<file path="src/rtl/core/assert_macros.svh">
// assertion macros shared by the cuckoo hash core
`ifndef ASSERT_MACROS_SVH
`define ASSERT_MACROS_SVH

// same-cycle implication, checked outside reset
`define CHT_ASSERT_IMPL(name, ante, cons, msg) \
    name: assert property (@(posedge clk) disable iff (!rst_n) (ante) |-> (cons)) \
        else $error(msg);

// next-cycle implication, checked outside reset
`define CHT_ASSERT_NEXT(name, ante, cons, msg) \
    name: assert property (@(posedge clk) disable iff (!rst_n) (ante) |=> (cons)) \
        else $error(msg);

`endif

</file>
<file path="src/rtl/core/cht_pkg.sv">
// shared types, codes and hash constants of the cuckoo hash core
`default_nettype none

package cht_pkg;

    localparam int KEY_W     = 32;
    localparam int DATA_W    = 32;
    localparam int MODE_W    = 2;
    localparam int STATUS_W  = 2;
    localparam int KICK_W    = 8;
    localparam int OCC_W     = 12;
    localparam int PADDR_W   = 3;
    localparam int PDATA_W   = 32;

    localparam logic [MODE_W-1:0] MODE_INSERT = 2'd0;
    localparam logic [MODE_W-1:0] MODE_LOOKUP = 2'd1;
    localparam logic [MODE_W-1:0] MODE_REMOVE = 2'd2;
    localparam logic [MODE_W-1:0] MODE_NONE   = 2'd3;

    localparam logic [STATUS_W-1:0] STATUS_DONE    = 2'd0;
    localparam logic [STATUS_W-1:0] STATUS_MISS    = 2'd1;
    localparam logic [STATUS_W-1:0] STATUS_UPDATED = 2'd2;
    localparam logic [STATUS_W-1:0] STATUS_FULL    = 2'd3;

    localparam logic [KEY_W-1:0] HASH_C1     = 32'h85ebca6b;
    localparam logic [KEY_W-1:0] HASH_C2     = 32'hc2b2ae35;
    localparam logic [KEY_W-1:0] HASH_GOLDEN = 32'h9e3779b9;
    localparam logic [KEY_W-1:0] HASH_MIX    = 32'h045d9f3b;

    localparam logic [KICK_W-1:0] KICK_CAP_RESET = 8'd32;
    localparam logic              REG_KICK_CAP   = 1'b0;

    typedef struct packed {
        logic [MODE_W-1:0] mode;
        logic [KEY_W-1:0]  key;
        logic [DATA_W-1:0] value;
    } in_item_t;

    typedef struct packed {
        logic [STATUS_W-1:0] status;
        logic                found;
        logic [DATA_W-1:0]   read_value;
        logic [KEY_W-1:0]    spill_key;
        logic [DATA_W-1:0]   spill_value;
        logic [KICK_W-1:0]   kicks_used;
        logic [OCC_W-1:0]    occupancy;
    } out_item_t;

    typedef enum logic [3:0] {
        ST_CLEAR,
        ST_IDLE,
        ST_HASH_A,
        ST_HASH_B,
        ST_READ,
        ST_EVAL,
        ST_KHASH_A,
        ST_KHASH_B,
        ST_KREAD,
        ST_KEVAL,
        ST_FINISH
    } cht_state_t;

    typedef enum logic [3:0] {
        ACT_NONE,
        ACT_UPD1,
        ACT_UPD2,
        ACT_INS1,
        ACT_INS2,
        ACT_KICK,
        ACT_PLACE,
        ACT_FULL,
        ACT_LOOK,
        ACT_DEL,
        ACT_NOP
    } cht_act_t;

    typedef struct packed {
        logic     clear_step;
        logic     load_in;
        logic     latch_idx;
        cht_act_t act;
        logic     out_load;
    } cht_cmd_t;

    typedef struct packed {
        logic              clear_done;
        logic [MODE_W-1:0] mode;
        logic              hit1;
        logic              hit2;
        logic              v1;
        logic              v2;
        logic              side_valid;
        logic              kick_limit;
        logic              kick_zero;
        logic              out_free;
    } cht_stat_t;

endpackage

`default_nettype wire

</file>
<file path="src/rtl/core/cht_ctrl.sv">
// sequencing state machine of the cuckoo hash core
`default_nettype none

module cht_ctrl (
    input  wire logic              clk,
    input  wire logic              rst_n,
    input  wire logic              in_valid,
    output logic                   in_ready,
    input  wire cht_pkg::cht_stat_t stat,
    output cht_pkg::cht_cmd_t      cmd
);

    cht_pkg::cht_state_t state_reg;
    cht_pkg::cht_state_t state_next;

    always_ff @(posedge clk or negedge rst_n)
    begin
        if (!rst_n)
        begin
            state_reg <= cht_pkg::ST_CLEAR;
        end
        else
        begin
            state_reg <= state_next;
        end
    end

    always_comb
    begin
        state_next     = state_reg;
        in_ready       = 1'b0;
        cmd.clear_step = 1'b0;
        cmd.load_in    = 1'b0;
        cmd.latch_idx  = 1'b0;
        cmd.act        = cht_pkg::ACT_NONE;
        cmd.out_load   = 1'b0;
        case (state_reg)
            cht_pkg::ST_CLEAR:
            begin
                cmd.clear_step = 1'b1;
                if (stat.clear_done)
                begin
                    state_next = cht_pkg::ST_IDLE;
                end
            end
            cht_pkg::ST_IDLE:
            begin
                in_ready = 1'b1;
                if (in_valid)
                begin
                    cmd.load_in = 1'b1;
                    state_next  = cht_pkg::ST_HASH_A;
                end
            end
            cht_pkg::ST_HASH_A:
            begin
                state_next = cht_pkg::ST_HASH_B;
            end
            cht_pkg::ST_HASH_B:
            begin
                state_next = cht_pkg::ST_READ;
            end
            cht_pkg::ST_READ:
            begin
                cmd.latch_idx = 1'b1;
                state_next    = cht_pkg::ST_EVAL;
            end
            cht_pkg::ST_EVAL:
            begin
                state_next = cht_pkg::ST_FINISH;
                case (stat.mode)
                    cht_pkg::MODE_INSERT:
                    begin
                        if (stat.hit1)
                        begin
                            cmd.act = cht_pkg::ACT_UPD1;
                        end
                        else if (stat.hit2)
                        begin
                            cmd.act = cht_pkg::ACT_UPD2;
                        end
                        else if (!stat.v1)
                        begin
                            cmd.act = cht_pkg::ACT_INS1;
                        end
                        else if (!stat.v2)
                        begin
                            cmd.act = cht_pkg::ACT_INS2;
                        end
                        else if (stat.kick_zero)
                        begin
                            cmd.act = cht_pkg::ACT_FULL;
                        end
                        else
                        begin
                            cmd.act    = cht_pkg::ACT_KICK;
                            state_next = cht_pkg::ST_KHASH_A;
                        end
                    end
                    cht_pkg::MODE_LOOKUP:
                    begin
                        cmd.act = cht_pkg::ACT_LOOK;
                    end
                    cht_pkg::MODE_REMOVE:
                    begin
                        cmd.act = cht_pkg::ACT_DEL;
                    end
                    default:
                    begin
                        cmd.act = cht_pkg::ACT_NOP;
                    end
                endcase
            end
            cht_pkg::ST_KHASH_A:
            begin
                state_next = cht_pkg::ST_KHASH_B;
            end
            cht_pkg::ST_KHASH_B:
            begin
                state_next = cht_pkg::ST_KREAD;
            end
            cht_pkg::ST_KREAD:
            begin
                cmd.latch_idx = 1'b1;
                state_next    = cht_pkg::ST_KEVAL;
            end
            cht_pkg::ST_KEVAL:
            begin
                state_next = cht_pkg::ST_FINISH;
                if (!stat.side_valid)
                begin
                    cmd.act = cht_pkg::ACT_PLACE;
                end
                else if (stat.kick_limit)
                begin
                    cmd.act = cht_pkg::ACT_FULL;
                end
                else
                begin
                    cmd.act    = cht_pkg::ACT_KICK;
                    state_next = cht_pkg::ST_KHASH_A;
                end
            end
            cht_pkg::ST_FINISH:
            begin
                if (stat.out_free)
                begin
                    cmd.out_load = 1'b1;
                    state_next   = cht_pkg::ST_IDLE;
                end
            end
            default:
            begin
                state_next = cht_pkg::ST_CLEAR;
            end
        endcase
    end

endmodule

`default_nettype wire

</file>
<file path="config.mk">
export PLATFORM = sky130hd
export DESIGN_NAME = cht_ctrl
export DESIGN_NICKNAME = d
export VERILOG_FILES = /design/src/rtl/core/assert_macros.svh /design/src/rtl/core/cht_pkg.sv /design/src/rtl/core/cht_ctrl.sv
export SDC_FILE = /design/constraint.sdc
export NUM_CORES = 1
export LEC_CHECK = 0
export BUFFER_PORTS_ARGS = -buffer_cell sky130_fd_sc_hd__buf_2
export CORE_AREA = 2 2 39 41
export CTS_CLUSTER_DIAMETER = 200
export DETAILED_ROUTE_END_ITERATION = 10
export DIE_AREA = 0 0 41 43
export PLACE_DENSITY_LB_ADDON = 0.15
export SLEW_MARGIN = 20
export SYNTH_ARGS = -nofsm -noshare
export SYNTH_HDL_FRONTEND = slang
export SYNTH_SLANG_ARGS = --single-unit
</file>
<file path="constraint.sdc">
create_clock -name clk -period 2.85 [get_ports clk]
set_input_delay 0.285 -clock clk [delete_from_list [all_inputs] [get_ports clk]]
set_output_delay 0.285 -clock clk [all_outputs]
set_load 0.01 [all_outputs]
</file>
==> impl_summary.txt, run 1 <==
----------------------------------------------------
[Outcome]
  Outcome ... finished, final reports clean

[Global route]
  Number of antenna violations at the first check in global routing ... 0
  Vias in the first global route ... 432
  Maximum number of pins on one net before global-route repair ... 14
  Wire length of the first global-routing pass ... 1900 µm
  Overall routing resource usage ... 0.154
  Total congestion overflow ... 0

[Critical path]
  Type of the worst setup path ... reg -> out
  Type of origin of the critical path ... flip-flop
  Setup slack, reg-to-reg ... 1.58 ns
  Crit. Startpoint ... state_reg[1]$_DFFE_PN0P_
  R2R Path Start ... state_reg[1]$_DFFE_PN0P_
  Master of the slowest instance on the critical path ... sky130_fd_sc_hd__dfrtp_1
  Capturing element type of the critical path ... output pin
  WP data required ... 2.57 ns
  CP Data Arrival Time ... 1.57 ns
  Cell-by-cell listing of the critical path ... and4bb_4 -> and2b_1 -> a32o_1 -> buf_2
  Crit Path Max Fanout ... 13
  Delay contributed by the slowest stage of the critical path ... 0.54 ns

[CTS]
  Setup fix buffers added after clock tree synthesis ... 0
  Buffer depth of the longest clock path ... 2
  Worst-path clk slew ... 0.04 ns
  Number of CTS-inserted buffers ... 3
  Cell at the root of the clock tree ... sky130_fd_sc_hd__clkbuf_4
  Resized cells post-CTS ... 0
  Insertion delay of the later-clocked pin in the worst-skew pair ... 0.23 ns
  Max H-tree Level ... 1
  Clock tree from TritonCTS ... done
  Sinks on the clock net ... 4

[Final layout]
  Max FFs per register ... 4
  Antenna diodes ... 0
  Layout overhead on the synthesized area ... 27.7%
  Number of filler instances in the final layout ... 151
  Multi-input combinational cell area ... 343 µm²
  Seq. cell area ... 100 µm²
  Fraction of final layout cells with drive strength greater than 1 ... 0.337
  Most common cell after layout, fill and taps aside ... sky130_fd_sc_hd__buf_2
  Post-layout net count ... 99
  Commonest non-fill, non-tap cells in the layout ... sky130_fd_sc_hd__buf_2, sky130_fd_sc_hd__nor2b_1, sky130_fd_sc_hd__nand3_1, sky130_fd_sc_hd__nor2_1, sky130_fd_sc_hd__dfrtp_1

[Power and ir drop]
  Design Power ... 0.499 mW
  Lkg Pwr ... 0.308 nW
  Cell area power density ... 810 nW/µm²
  Maximum VDD drop ... 0.237 mV

[Min path]
  Min-Delay Path Class ... in -> async

[Detailed routing]
  Total iterations of the first detailed-routing run ... 2
  DRC marker count from the first detailed-route iteration ... 1
  M1 WL ... 583 µm
  Number of antenna-violating nets in the routed design ... 0
  Drt via density ... 5.16
  Total via count in the routed design ... 511
  Routed len/inst ... 12.1 µm
  Routed met2 length ... 551 µm
  Number of remaining DRC errors ... 0
  Total detailed-routing wirelength ... 1200 µm
  Met3 WL ... 66 µm
  Highest metal layer with signal wires ... met3

[Synthesis]
  Register bit total from synthesis ... 4
  Top FF cell, synth ... sky130_fd_sc_hd__dfrtp_1
  Post-synthesis cell type count ... 30
  Synthesized cell area ... 483 µm²
  Number of instances in the synthesized netlist ... 61
  Portion of the post-synthesis area used by sequential elements ... 0.207
  Avg Cell Area, Syn ... 7.92 µm²
  Number of warnings printed during yosys synthesis ... 0
  Synth Net Count ... 75
  Number of flops mapped to enable cells by yosys ... 0
  FFs w/ async S/R, synth ... 1.00

[Timing]
  Count of final hold-check violations ... 0
  Final worst path period share ... 0.651
  Maximum operating frequency ... 0.539 GHz
  Setup Skew ... 0.00795 ns
  Number of pins exceeding their max-slew limit in the final report ... 0
  Min cycle time layout ... 1.85 ns
  Post-route setup TNS ... 0 ns
  Transition at the pin with the smallest max-transition slack ... 0.356 ns
  Worst slew margin relative to its limit ... 0.763
  RSZ-0062 raised after global routing ... no
  Final setup violation count ... 0

[Place]
  Final RePlAce weighted congestion ... 0.708
  Half-perimeter wire length of the detailed placement result ... 936 µm
  Port-buffer cells ... 22

[Floorplan]
  Die height ... 43 µm
  CORE AREA ... 1380 µm²
  Std-Cell Rows ... 14
  Horiz. Die Dim ... 41 µm
  Die area ... 1760 µm²
  Starting density of the core ... 0.349
  I/O pin count ... 23

[Job]
  Maximum Capacitance Violations ... 0

----------------------------------------------------
repair_timing:
item                                   CTS  global route
setup endpoints to repair                0             0
hold buffers                             1             0
endpoints found under the hold margin    4             0
where the power goes:
part / switching (mW) / internal [mW]
Combinational: 0.131 / 0.137
Clock: 0.0222 / 0.0470
Sequential: 0.0773 / 0.0844
Total: 0.231 / 0.269
synthesized netlist by cell type, types with 3 or more instances:
cell type / n / area share
sky130_fd_sc_hd__inv_1: 3 / 0.023
sky130_fd_sc_hd__nand2b_1: 3 / 0.039
sky130_fd_sc_hd__dfrtp_1: 4 / 0.21
sky130_fd_sc_hd__nand3_1: 5 / 0.052
sky130_fd_sc_hd__nor2b_1: 5 / 0.065
sky130_fd_sc_hd__o21ai_0: 3 / 0.031
sky130_fd_sc_hd__nor2_1: 5 / 0.039
sky130_fd_sc_hd__nor3_1: 3 / 0.031
path summary, 6_finish.rpt:
path,to,depth (start not counted)
worst min-delay path,state_reg[0]$_DFFE_PN0P_,2
min in group clk,state_reg[0]$_DFFE_PN0P_,3
worst max-delay path,cmd[1],4
worst min register to register,state_reg[1]$_DFFE_PN0P_,1
max in group asynchronous,state_reg[3]$_DFFE_PN0P_,2
worst max register to register,state_reg[2]$_DFFE_PN0P_,3
critical path: cells and delay by family (launching register included):
family                 cells  cell delay [ns]
buffers and inverters      1             0.13
AND/OR/NAND/NOR            2             0.46
AO/OA/AOI/OAI              1             0.20
flip-flops                 1             0.54
metrics by stage:
step                      setup WS [ns]  instance area [µm²]  cells  utilization  hold slack, ns
after global routing              0.917                  617     99        0.446           0.390
after floorplan                    1.49                  483     61            -         -0.0106
after detailed placement           1.26                  584     95        0.422          0.0924
after CTS                         0.995                  617     99        0.446           0.374
final                             0.996                  617     99        0.446           0.377
after global placement             1.28                  584     95        0.422          0.0950
logic make-up (layout without fill, tap and decap cells):
| group | after synthesis | in the layout | synth area share |
|---|---|---|---|
| simple gates | 36 | 36 | 0.495 |
| compound gates | 14 | 14 | 0.215 |
| buf+inv | 7 | 29 | 0.0829 |
| flops | 4 | 4 | 0.207 |
per-layer routing:
metal  global-route usage  vias to the layer above
met2                0.225                       18
met4               0.0200                        0
met5                    0                        -
met3               0.0471                        0
li1                     -                      269
met1                0.222                      224
cell type report:
class / instances / area share
clock buffers: 3 / 0.0365
multi-input cells: 50 / 0.556
flip-flops and latches: 4 / 0.162
repair buffers: 23 / 0.195
inverters: 3 / 0.0183
well taps: 16 / 0.0325
Note: power is estimated with default switching activity, not from simulation.
==> run 2, diff against run 1 <==
==> constraint.sdc (replaced) <==
create_clock -name clk -period 1.5 [get_ports clk]
set_input_delay 0.15 -clock clk [delete_from_list [all_inputs] [get_ports clk]]
set_output_delay 0.15 -clock clk [all_outputs]
set_load 0.01 [all_outputs]
==> impl_summary.txt, run 2 (synthesis results as in run 1) <==
----------------------------------------------------
[Floorplan]
  Die area ... 1760 µm²
  Horiz. Die Dim ... 41 µm
  Std-Cell Rows ... 14
  Die height ... 43 µm
  I/O pin count ... 23
  CORE AREA ... 1380 µm²
  Starting density of the core ... 0.349

[Final layout]
  Post-route standard cell area excluding fillers ... 712 µm²
  Antenna diodes ... 0
  Fraction of final layout cells with drive strength greater than 1 ... 0.500
  Layout overhead on the synthesized area ... 47.4%
  Commonest non-fill, non-tap cells in the layout ... sky130_fd_sc_hd__buf_2, sky130_fd_sc_hd__buf_4, sky130_fd_sc_hd__nand3_1, sky130_fd_sc_hd__nor2_1
  Post-layout net count ... 106
  Max FFs per register ... 4
  Most common cell after layout, fill and taps aside ... sky130_fd_sc_hd__buf_2

[CTS]
  Worst-path clk slew ... 0.04 ns
  Insertion delay of the later-clocked pin in the worst-skew pair ... 0.23 ns
  Sinks on the clock net ... 4
  Cell at the root of the clock tree ... sky130_fd_sc_hd__clkbuf_4
  Max H-tree Level ... 1
  Buffer depth of the longest clock path ... 2
  Clock tree from TritonCTS ... done
  Number of CTS-inserted buffers ... 3

[Timing]
  Worst slew margin relative to its limit ... 0.845
  Min cycle time layout ... 1.52 ns
  RSZ-0062 raised after global routing ... yes
  Worst slack on hold paths ... 0.246 ns
  Number of pins exceeding their max-slew limit in the final report ... 0
  Post-route setup TNS ... -0.0151 ns
  Setup WS post-layout ... -0.0151 ns
  Final setup violation count ... 1
  Transition at the pin with the smallest max-transition slack ... 0.229 ns
  Maximum operating frequency ... 0.660 GHz
  Setup Skew ... 0.000100 ns
  Final worst path period share ... 1.01
  Count of final hold-check violations ... 0

[Place]
  Worst Setup Slack post-DPL ... 0.162 ns
  Cell Area, Placed ... 614 µm²
  Port-buffer cells ... 22
  Final RePlAce weighted congestion ... 0.775
  Half-perimeter wire length of the detailed placement result ... 987 µm

[Power and ir drop]
  Design Power ... 1.18 mW
  Lkg Pwr ... 0.350 nW
  Maximum VDD drop ... 0.526 mV
  Cell area power density ... 1650 nW/µm²

[Global route]
  Number of antenna violations at the first check in global routing ... 0
  Wire length of the first global-routing pass ... 1960 µm
  Total congestion overflow ... 0
  Vias in the first global route ... 490
  Maximum number of pins on one net before global-route repair ... 12
  Overall routing resource usage ... 0.157

[Critical path]
  Type of origin of the critical path ... flip-flop
  Crit. Startpoint ... state_reg[2]$_DFFE_PN0P_
  R2R Path Start ... state_reg[2]$_DFFE_PN0P_
  Type of the worst setup path ... reg -> out
  Crit Path Max Fanout ... 6
  Capturing element type of the critical path ... output pin
  CP Data Arrival Time ... 1.37 ns
  WP data required ... 1.35 ns

[Detailed routing]
  DRC marker count from the first detailed-route iteration ... 2
  Total iterations of the first detailed-routing run ... 3
  Number of remaining DRC errors ... 0
  Total detailed-routing wirelength ... 1200 µm
  Total via count in the routed design ... 548
  Drt via density ... 5.17
  Routed len/inst ... 11.3 µm
  Number of antenna-violating nets in the routed design ... 0

[Job]
  Maximum Capacitance Violations ... 0

[Min path]
  Min-Delay Path Class ... in -> async

[Outcome]
  Violations in the final reports ... negative setup slack
  Outcome ... finished, violations left

----------------------------------------------------
==> run 2: changes by cell type in the layout (fill, tap and decap cells not counted), sizes merged <==
| cell | change |
|---|---|
| buf | +7 |
==> run 2: area by class of cell <==
cell class,instances,area [µm²]
inverter,3,11.3
multi-input combinational,50,383
timing repair buffer,30,173
clock buffer,3,22.5
sequential,4,103
tap,16,20.0
fill,146,672
==> run 2: metrics by stage <==
step | cells | utilization
after floorplan | 61 | -
after global placement | 99 | 0.444
after detailed placement | 99 | 0.444
after CTS | 106 | 0.486
after global routing | 106 | 0.514
final | 106 | 0.514
==> run 2: layer usage <==
| metal | wire length (µm) | track usage |
|---|---|---|
| met2 | 595 | 0.253 |
| met1 | 551 | 0.203 |
| met3 | 55 | 0.0314 |
| met5 | 0 | 0 |
| met4 | 0 | 0.0400 |
==> run 2: repair_timing <==
| action | CTS | global route |
|---|---|---|
| resized for setup | 2 | 10 |
| hold buffers | 1 | 0 |
| buffers inserted | 3 | 0 |
| endpoints found under the setup margin | 3 | 7 |
| pin swaps | 2 | 4 |
| endpoints found under the hold margin | 4 | 0 |
==> run 2: worst max-delay path, stage by stage, from the launching register on <==
cell and delay, ns:
sky130_fd_sc_hd__dfrtp_2 0.43, sky130_fd_sc_hd__and4bb_4 0.23, sky130_fd_sc_hd__and2b_1 0.15, sky130_fd_sc_hd__a32o_1 0.19, sky130_fd_sc_hd__buf_2 0.13
==> run 2: path summary, 6_finish.rpt <==
| path | cells after the start | end | slack (ns) |
|---|---|---|---|
| max in group asynchronous | 2 | state_reg[2]$_DFFE_PN0P_ | 1.12 |
| worst max register to register | 4 | state_reg[1]$_DFFE_PN0P_ | 0.23 |
| worst min-delay path | 2 | state_reg[1]$_DFFE_PN0P_ | 0.25 |
| worst max-delay path | 4 | cmd[1] | -0.02 |
| min in group clk | 3 | state_reg[0]$_DFFE_PN0P_ | 0.25 |
| worst min register to register | 2 | state_reg[1]$_DFFE_PN0P_ | 0.63 |
==> run 2: where the power goes <==
group	leakage (nW)	switching [mW]	internal [mW]
Sequential	0.0471	0.0455	0.166
Combinational	0.290	0.421	0.412
Clock	0.0138	0.0425	0.0894
Total	0.350	0.509	0.668
==> run 3, diff against run 2 <==
==> constraint.sdc (replaced) <==
create_clock -name clk -period 1.97 [get_ports clk]
set_input_delay 0.197 -clock clk [delete_from_list [all_inputs] [get_ports clk]]
set_output_delay 0.197 -clock clk [all_outputs]
set_load 0.01 [all_outputs]
==> impl_summary.txt, run 3 (synthesis results as in run 1) <==
----------------------------------------------------
[CTS]
  Buffer depth of the longest clock path ... 2
  Sinks on the clock net ... 4
  Cell at the root of the clock tree ... sky130_fd_sc_hd__clkbuf_4
  Clock tree from TritonCTS ... done
  Insertion delay of the later-clocked pin in the worst-skew pair ... 0.23 ns
  Setup fix buffers added after clock tree synthesis ... 0
  Number of CTS-inserted buffers ... 3
  Post-CTS Hold Fix Bufs ... 1
  Resized cells post-CTS ... 0
  Worst-path clk slew ... 0.04 ns
  Max H-tree Level ... 1

[Detailed routing]
  Total iterations of the first detailed-routing run ... 4
  Number of remaining DRC errors ... 0
  Total via count in the routed design ... 520
  Number of antenna-violating nets in the routed design ... 0
  Total detailed-routing wirelength ... 1170 µm
  DRC marker count from the first detailed-route iteration ... 5
  Drt via density ... 5.20
  Routed len/inst ... 11.7 µm

[Floorplan]
  I/O pin count ... 23
  Starting density of the core ... 0.349
  Std-Cell Rows ... 14
  Horiz. Die Dim ... 41 µm
  Die area ... 1760 µm²
  Die height ... 43 µm
  CORE AREA ... 1380 µm²

[Timing]
  Final worst path period share ... 0.858
  Worst slack on hold paths ... 0.294 ns
  Final setup violation count ... 0
  Min cycle time layout ... 1.69 ns
  Post-route setup TNS ... 0 ns
  Worst slew margin relative to its limit ... 0.769
  Count of final hold-check violations ... 0
  Transition at the pin with the smallest max-transition slack ... 0.346 ns
  Number of pins exceeding their max-slew limit in the final report ... 0
  RSZ-0062 raised after global routing ... no
  Setup Skew ... 0.00250 ns
  Maximum operating frequency ... 0.592 GHz

[Critical path]
  Cell-by-cell listing of the critical path ... and4bb_4 -> and2b_1 -> a32o_1 -> buf_2
  Type of origin of the critical path ... flip-flop
  Delay contributed by the slowest stage of the critical path ... 0.52 ns
  Capturing element type of the critical path ... output pin
  Worst reg2reg path endpoint ... state_reg[2]$_DFFE_PN0P_
  R2R Path Start ... state_reg[1]$_DFFE_PN0P_
  WP data required ... 1.77 ns
  Type of the worst setup path ... reg -> out
  Setup slack, reg-to-reg ... 0.70 ns
  Number of cell instances on the worst register-to-register path ... 4
  Count of buffering cells on the critical path with inverters included ... 1
  Master of the slowest instance on the critical path ... sky130_fd_sc_hd__dfrtp_1
  Dominant delay contributor by cell family on the critical path ... flip-flops
  CP Data Arrival Time ... 1.49 ns
  Crit Path Max Fanout ... 10

[Final layout]
  Max FFs per register ... 4
  Commonest non-fill, non-tap cells in the layout ... sky130_fd_sc_hd__buf_2, sky130_fd_sc_hd__nor2b_1, sky130_fd_sc_hd__nand3_1, sky130_fd_sc_hd__nor2_1, sky130_fd_sc_hd__dfrtp_1
  Most common cell after layout, fill and taps aside ... sky130_fd_sc_hd__buf_2
  Layout overhead on the synthesized area ... 29.3%
  Final standard cell utilization of the core ... 0.451
  Post-layout net count ... 100
  Post-route standard cell area excluding fillers ... 624 µm²
  Antenna diodes ... 0
  Fraction of final layout cells with drive strength greater than 1 ... 0.345

[Min path]
  Worst hold path depth ... 3
  Sink of the worst hold path ... state_reg[0]$_DFFE_PN0P_
  Min-Delay Path Class ... in -> reg
  Worst hold path startpoint ... in_valid

[Power and ir drop]
  Cell area power density ... 1180 nW/µm²
  Design Power ... 0.734 mW
  Maximum VDD drop ... 0.388 mV
  Lkg Pwr ... 0.313 nW

[Global route]
  Overall routing resource usage ... 0.151
  Vias in the first global route ... 470
  Wire length of the first global-routing pass ... 1880 µm
  Maximum number of pins on one net before global-route repair ... 13
  Total congestion overflow ... 0
  Number of antenna violations at the first check in global routing ... 0

[Place]
  Final RePlAce weighted congestion ... 0.750
  Cell Area, Placed ... 592 µm²
  Port-buffer cells ... 22
  Half-perimeter wire length of the detailed placement result ... 943 µm

[Job]
  Maximum Capacitance Violations ... 0

[Outcome]
  Outcome ... finished, final reports clean

----------------------------------------------------
## run 3: cell count changes in the layout (fill, tap and decap cells not counted), sizes merged
cell and delta:
buf -6
## run 3: where the power goes
group | internal, mW | switching (mW)
registers | 0.123 | 0.0838
clock network | 0.0680 | 0.0309
logic | 0.212 | 0.217
## run 3: worst max-delay path by stage
stage	startpoint	end	slack, ns	cells past startpoint
after global placement	state_reg[3]$_DFFE_PN0P_	cmd[1]	0.55	4
after CTS	state_reg[3]$_DFFE_PN0P_	cmd[1]	0.29	4
after detailed placement	state_reg[3]$_DFFE_PN0P_	cmd[1]	0.53	4
final	state_reg[3]$_DFFE_PN0P_	cmd[1]	0.28	4
after floorplan	state_reg[2]$_DFFE_PN0P_	cmd[1]	0.70	4
after global routing	state_reg[3]$_DFFE_PN0P_	cmd[1]	0.21	4
## run 3: per-layer routing
layer	routed length [µm]	up-vias	global-route usage
met5	0	-	0
li1	-	273	-
met1	550	232	0.196
met2	563	15	0.241
met3	54	0	0.0314
met4	0	0	0.0400
## run 3: cell type report
| class | instances | area [µm²] |
|---|---|---|
| flip-flops and latches | 4 | 100 |
| fillers | 152 | 759 |
| multi-input cells | 50 | 343 |
| well taps | 16 | 20.0 |
| clock buffers | 3 | 22.5 |
| inverters | 3 | 11.3 |
| repair buffers | 24 | 128 |
## run 3: worst reg2reg max path, cell delays in order (launching register included)
cell and delay [ns]:
sky130_fd_sc_hd__dfrtp_1 0.38, sky130_fd_sc_hd__buf_4 0.18, sky130_fd_sc_hd__nand2b_1 0.18, sky130_fd_sc_hd__or3_1 0.38, sky130_fd_sc_hd__nand3_1 0.08
## run 3: per-stage QoR
stage                     setup slack (ns)  std cells
final                                0.280        100
after global routing                 0.213        100
after CTS                            0.286        100
after detailed placement             0.535         96
after global placement               0.546         96
after floorplan                      0.696         61
